## src/rtl/chip8_instruction_executor_assert.svh

```systemverilog
// Assertion macros shared by the executor RTL.
// Each macro samples on clk and is disabled while rst is high.
`ifndef CHIP8_INSTRUCTION_EXECUTOR_ASSERT_SVH
`define CHIP8_INSTRUCTION_EXECUTOR_ASSERT_SVH

// Condition holds in the same cycle as the trigger.
`define C8X_ASSERT_SAME(lbl, trig, cond) \
  lbl: assert property (@(posedge clk) disable iff (rst) (trig) |-> (cond)) \
    else $error("executor assertion failed");

// Condition holds in the cycle after the trigger.
`define C8X_ASSERT_NEXT(lbl, trig, cond) \
  lbl: assert property (@(posedge clk) disable iff (rst) (trig) |=> (cond)) \
    else $error("executor assertion failed");

`endif

```

## src/rtl/c8x_ram.sv

```systemverilog
// Generic single-port synchronous RAM with a registered read.
// No dependencies.
module c8x_ram #(
  parameter int WIDTH = 8,
  parameter int DEPTH = 16
) (
  input  logic                     clk,
  input  logic                     we,
  input  logic [$clog2(DEPTH)-1:0] addr,
  input  logic [WIDTH-1:0]         wdata,
  output logic [WIDTH-1:0]         rdata
);
  logic [WIDTH-1:0] mem [DEPTH];

  always_ff @(posedge clk) begin
    if (we) begin
      mem[addr] <= wdata;
    end
    rdata <= mem[addr];
  end
endmodule

```

## config.mk

```make
export PLATFORM = sky130hd
export DESIGN_NAME = c8x_ram
export DESIGN_NICKNAME = d
export VERILOG_FILES = /design/src/rtl/chip8_instruction_executor_assert.svh /design/src/rtl/c8x_ram.sv
export SDC_FILE = /design/constraint.sdc
export NUM_CORES = 1
export LEC_CHECK = 0
export BUFFER_PORTS_ARGS = -buffer_cell sky130_fd_sc_hd__buf_4
export CAP_MARGIN = 20
export CORE_ASPECT_RATIO = 1.5
export CORE_MARGIN = 4
export CORE_UTILIZATION = 45
export CTS_BUF_LIST = sky130_fd_sc_hd__clkbuf_8
export CTS_CLUSTER_DIAMETER = 60
export DETAILED_ROUTE_END_ITERATION = 10
export HOLD_SLACK_MARGIN = 0.1
export PLACE_DENSITY_LB_ADDON = 0.15
export SYNTH_ARGS = -nofsm -noshare
export SYNTH_HDL_FRONTEND = slang
export SYNTH_SLANG_ARGS = --single-unit
```

## constraint.sdc

```tcl
create_clock -name clk -period 2.49 [get_ports clk]
set_input_delay 0.1245 -clock clk [delete_from_list [all_inputs] [get_ports clk]]
set_output_delay 0.1245 -clock clk [all_outputs]
set_load 0.05 [all_outputs]
```

# Yosys cells after proc, flatten, opt, wreduce, memory -nomap -nowiden
# Memory sizes are Yosys's and may differ from the RTL's. A register that Yosys moved wholly into a read port is not among the register bits.
# Cells that the tools add are included.
dict set report word_totals {
  reg_bits 0
  ramBits 128
  in_bits 14
  wordCells 3
  mem_count 1
}
# memory depth word_bits read_ports rd_clocked_by_memory_dff write_ports line_no
set mem_list {}
lappend mem_list {mem 16 8 1 1 1 c8x_ram.sv:13} ;# logic [WIDTH-1:0] mem [DEPTH];
dict set report classes {
  n_mux 2
}
# cell n
set ops {}
lappend ops {{1-bit two-way mux} 2}

# Depth between registers and ports, before layout
dict set report depth {
  depth_word 2
  mapped_depth 5
  mapped_depth_nobuf 3
}

# Least setup slack after synthesis
# Ideal clock, no wire load.
dict set report synth_timing {
  path_kind {input to register}
  startpoint {input addr[2]}
  endpoint {memory mem[0][0] (enable)}
  setup_time_ps 383
  arrival_time_ps 1234
  slack_ps 872
  path_stages 2
  path_buffers 0
  cell_sequence {or3b_2 nor3_1}
}
# element line_no
set synth_lines {}
lappend synth_lines {{start, declared} c8x_ram.sv:9} ;# input logic [$clog2(DEPTH)-1:0] addr,
lappend synth_lines {{end, declared} c8x_ram.sv:13}
# Straight into the memory's write port.

==> flow_summary.ini <==
[run_status]
status = finished, final reports clean

[clock_tree]
cts.htree.levels = 4
clock-sinks = 136
post_cts_buffers = 0
worstSkewPairLatency_ps = 420
cts-root-buf = clkbuf_8
clockBufferDepth = 2
numCtsBuffers = 17
clk_pin_slew_ps = 60
tritoncts = yes

[synth]
synth_area_um2 = 5070
synth_cells = 230
ys_ff_latch = 136
syn_nets = 244
yosys_warnings = 0
syn_avg_cell_area_um2 = 22.0
seq_area_frac_synth_pct = 79.0
synth_cell_types = 18

[min_path]
worstHoldPathCells = 3
whs_endpoint = mem[0][4]
holdCritStartpoint = addr[3]
min_path_type = primary input to register

[global_routing]
gr-usage-all-layers_pct = 17.4
grt_pass1_wl_mm = 15.4
grt_pass1_vias = 2586
grt_start_max_net_pins = 36
grt_overflow = 0
antenna_found_initial = 0

[detailed_routing]
drt-initial-drc-count = 135
drtPass1Iterations = 4
vias = 2442
drt-wirelength-per-cell_um = 22.6
antenna_left = 0
wl_mm = 10.1
drc = 0
vias_per_cell = 5.45

[critical_path]
worstPathMaxFanout = 35
start_kind = primary input
regToRegEndpoint = rdata[5]
reg2reg_depth = 3
worst-r2r-setup-slack_ps = 1130
cp-end-kind = register
crit_required_ps = 2790
crit_chain = buf_4 > buf_4 > mux4_2 > a22oi_1 > nand2_1
worstPathArrival_ps = 1710
crit_top_cell = buf_4
cpMaxStageDelayCell = buf_4
cpPeakStageDelay_ps = 510
crit_type = primary input to register
rr_startpoint = mem[3][5]
cp_top_family = buffers and inverters
critPathBufInv = 2

[layout]
area_growth_pct = 17.7
fillers = 888
drive_gt1_share_pct = 33.6
n_antenna_cell = 0
nNetsFinal = 302
finalCoreUtilization_pct = 54.0
final_cell_count_no_fill = 448

[power_and_ir_drop]
p_per_area_nw_per_um2 = 763
p_leak_nw = 2.00
clock_power_share_pct = 36.6
power.net_switching_mw = 0.947
power.share.sequential_pct = 56.5
swShare_pct = 20.8
intPower_mw = 3.61
combPwrFrac_pct = 6.9
p_total_mw = 4.55
vdd_ir_drop_max_mv = 0.358

[placed_design]
portBuffers = 21
dpl.hpwl_mm = 6.68
place_congestion = 0.785
placed_cells = 408

[floorplan]
num_rows = 47
core_area_um2 = 11100
die_w_um = 94.6
initial_core_util_pct = 45.8
die_h_um = 138
dieArea_um2 = 13100
ios = 22

[timing]
worst_pin_slew_ps = 853
period_needed_ps = 1410
finalSetupTns_ps = 0
period_share_pct = 56.7
timing.final.hold_violations = 0
setup_viol = 0
fin_skew_ps = 6.29
slew_headroom_pct = 42.9
rsz0062_at_grt = no
max_freq_mhz = 709
slew_viol_final = 0

[run]
drv_cap = 0
## power by group through the flow
stage                     Clock [mW]  Combinational, mW  Sequential, mW
after floorplan                    0              0.132            2.67
after global placement             0              0.305            2.62
after detailed placement           0              0.308            2.62
after CTS                       1.71              0.318            2.57
after global routing            1.82              0.334            2.57
final                           1.67              0.312            2.57
## cells in the final DEF, fill, tap and decap left out
cell type      synthesis  routed
edfxtp_1             128     128
buf_4                  0      42
mux4_2                32      32
clkbuf_8               0      23
a22oi_1               16      16
nor2_1                13      13
nand2_1                9       9
dlygate4sd3_1          0       8
dfxtp_1                8       8
inv_1                  0       6
nor3_1                 4       4
nor2b_1                2       2
nand3b_1               2       2
nand2b_1               2       2
clkinv_2               0       2
and2_1                 1       1
nand3_1                1       1
or3b_2                 1       1
bufinv_16              0       1
## logic make-up (layout without fill, tap and decap cells)
family                 after synthesis  in the layout  synth area share, %
flip-flops                         136            136                 79.0
AO/OA/AOI/OAI                       16             16                 2.37
multiplexers                        32             32                 14.2
AND/OR/NAND/NOR                     35             35                 3.21
buffers and inverters               11             82                 1.19
## worst max path at each step
stage,start,endpoint,depth (start not counted)
after CTS,addr[0],rdata[1],5
final,addr[0],rdata[1],5
after global placement,addr[2],mem[2][6],3
after detailed placement,addr[0],rdata[1],5
after floorplan,addr[2],mem[0][0],2
after global routing,addr[0],rdata[0],5
## area by class of cell
type | count | area [µm²] | area share, %
Clock buffer | 23 | 317 | 5.31
Multi-Input combinational cell | 83 | 1000 | 16.8
Clock inverter | 9 | 62.6 | 1.05
Sequential cell | 136 | 4000 | 67.1
Timing Repair Buffer | 50 | 395 | 6.63
Tap cell | 147 | 184 | 3.08
## cells in the mapped netlist, drive strengths merged
master / n / share of area, %
a22oi: 16 / 2.4
and2: 1 / 0.12
buf: 8 / 0.94
clkbuf: 3 / 0.25
dfxtp: 8 / 3.2
edfxtp: 128 / 76
mux4: 32 / 14
nand2: 9 / 0.67
nand2b: 2 / 0.25
nand3: 1 / 0.099
nand3b: 2 / 0.30
nor2: 13 / 0.96
nor2b: 2 / 0.25
nor3: 4 / 0.40
or3b: 1 / 0.17
## worst min-delay path, delay by kind of cell
family,cells,cell delay (ps)
buffers and inverters,1,120
and+or+nand+nor,2,230
## sequential cells by signal, summed over array words and instances, names as in the netlist
register,flops
mem,128
rdata,8
## layer usage
metal / part of all wire, % / wire length [µm] / track usage (%)
met3: 3.7 / 378 / 4.83
met2: 54 / 5510 / 30.1
met4: 1.5 / 155 / 5.86
met1: 40 / 4100 / 20.9
met5: 0 / 0 / 0
## through the flow
stage	setup slack, ps	instance area, µm²	hold slack [ps]
after CTS	1090	5970	196
final	1080	5970	237
after floorplan	872	5070	223
after detailed placement	620	5510	444
after global routing	988	5970	223
after global placement	628	5510	440
## repair_timing
action | 4_1_cts | 5_1_grt
hold endpoints to repair | 128 | 0
hold buffers | 8 | 0
gates resized for setup | 0 | 0
Note: power is estimated with default switching activity, not from simulation.
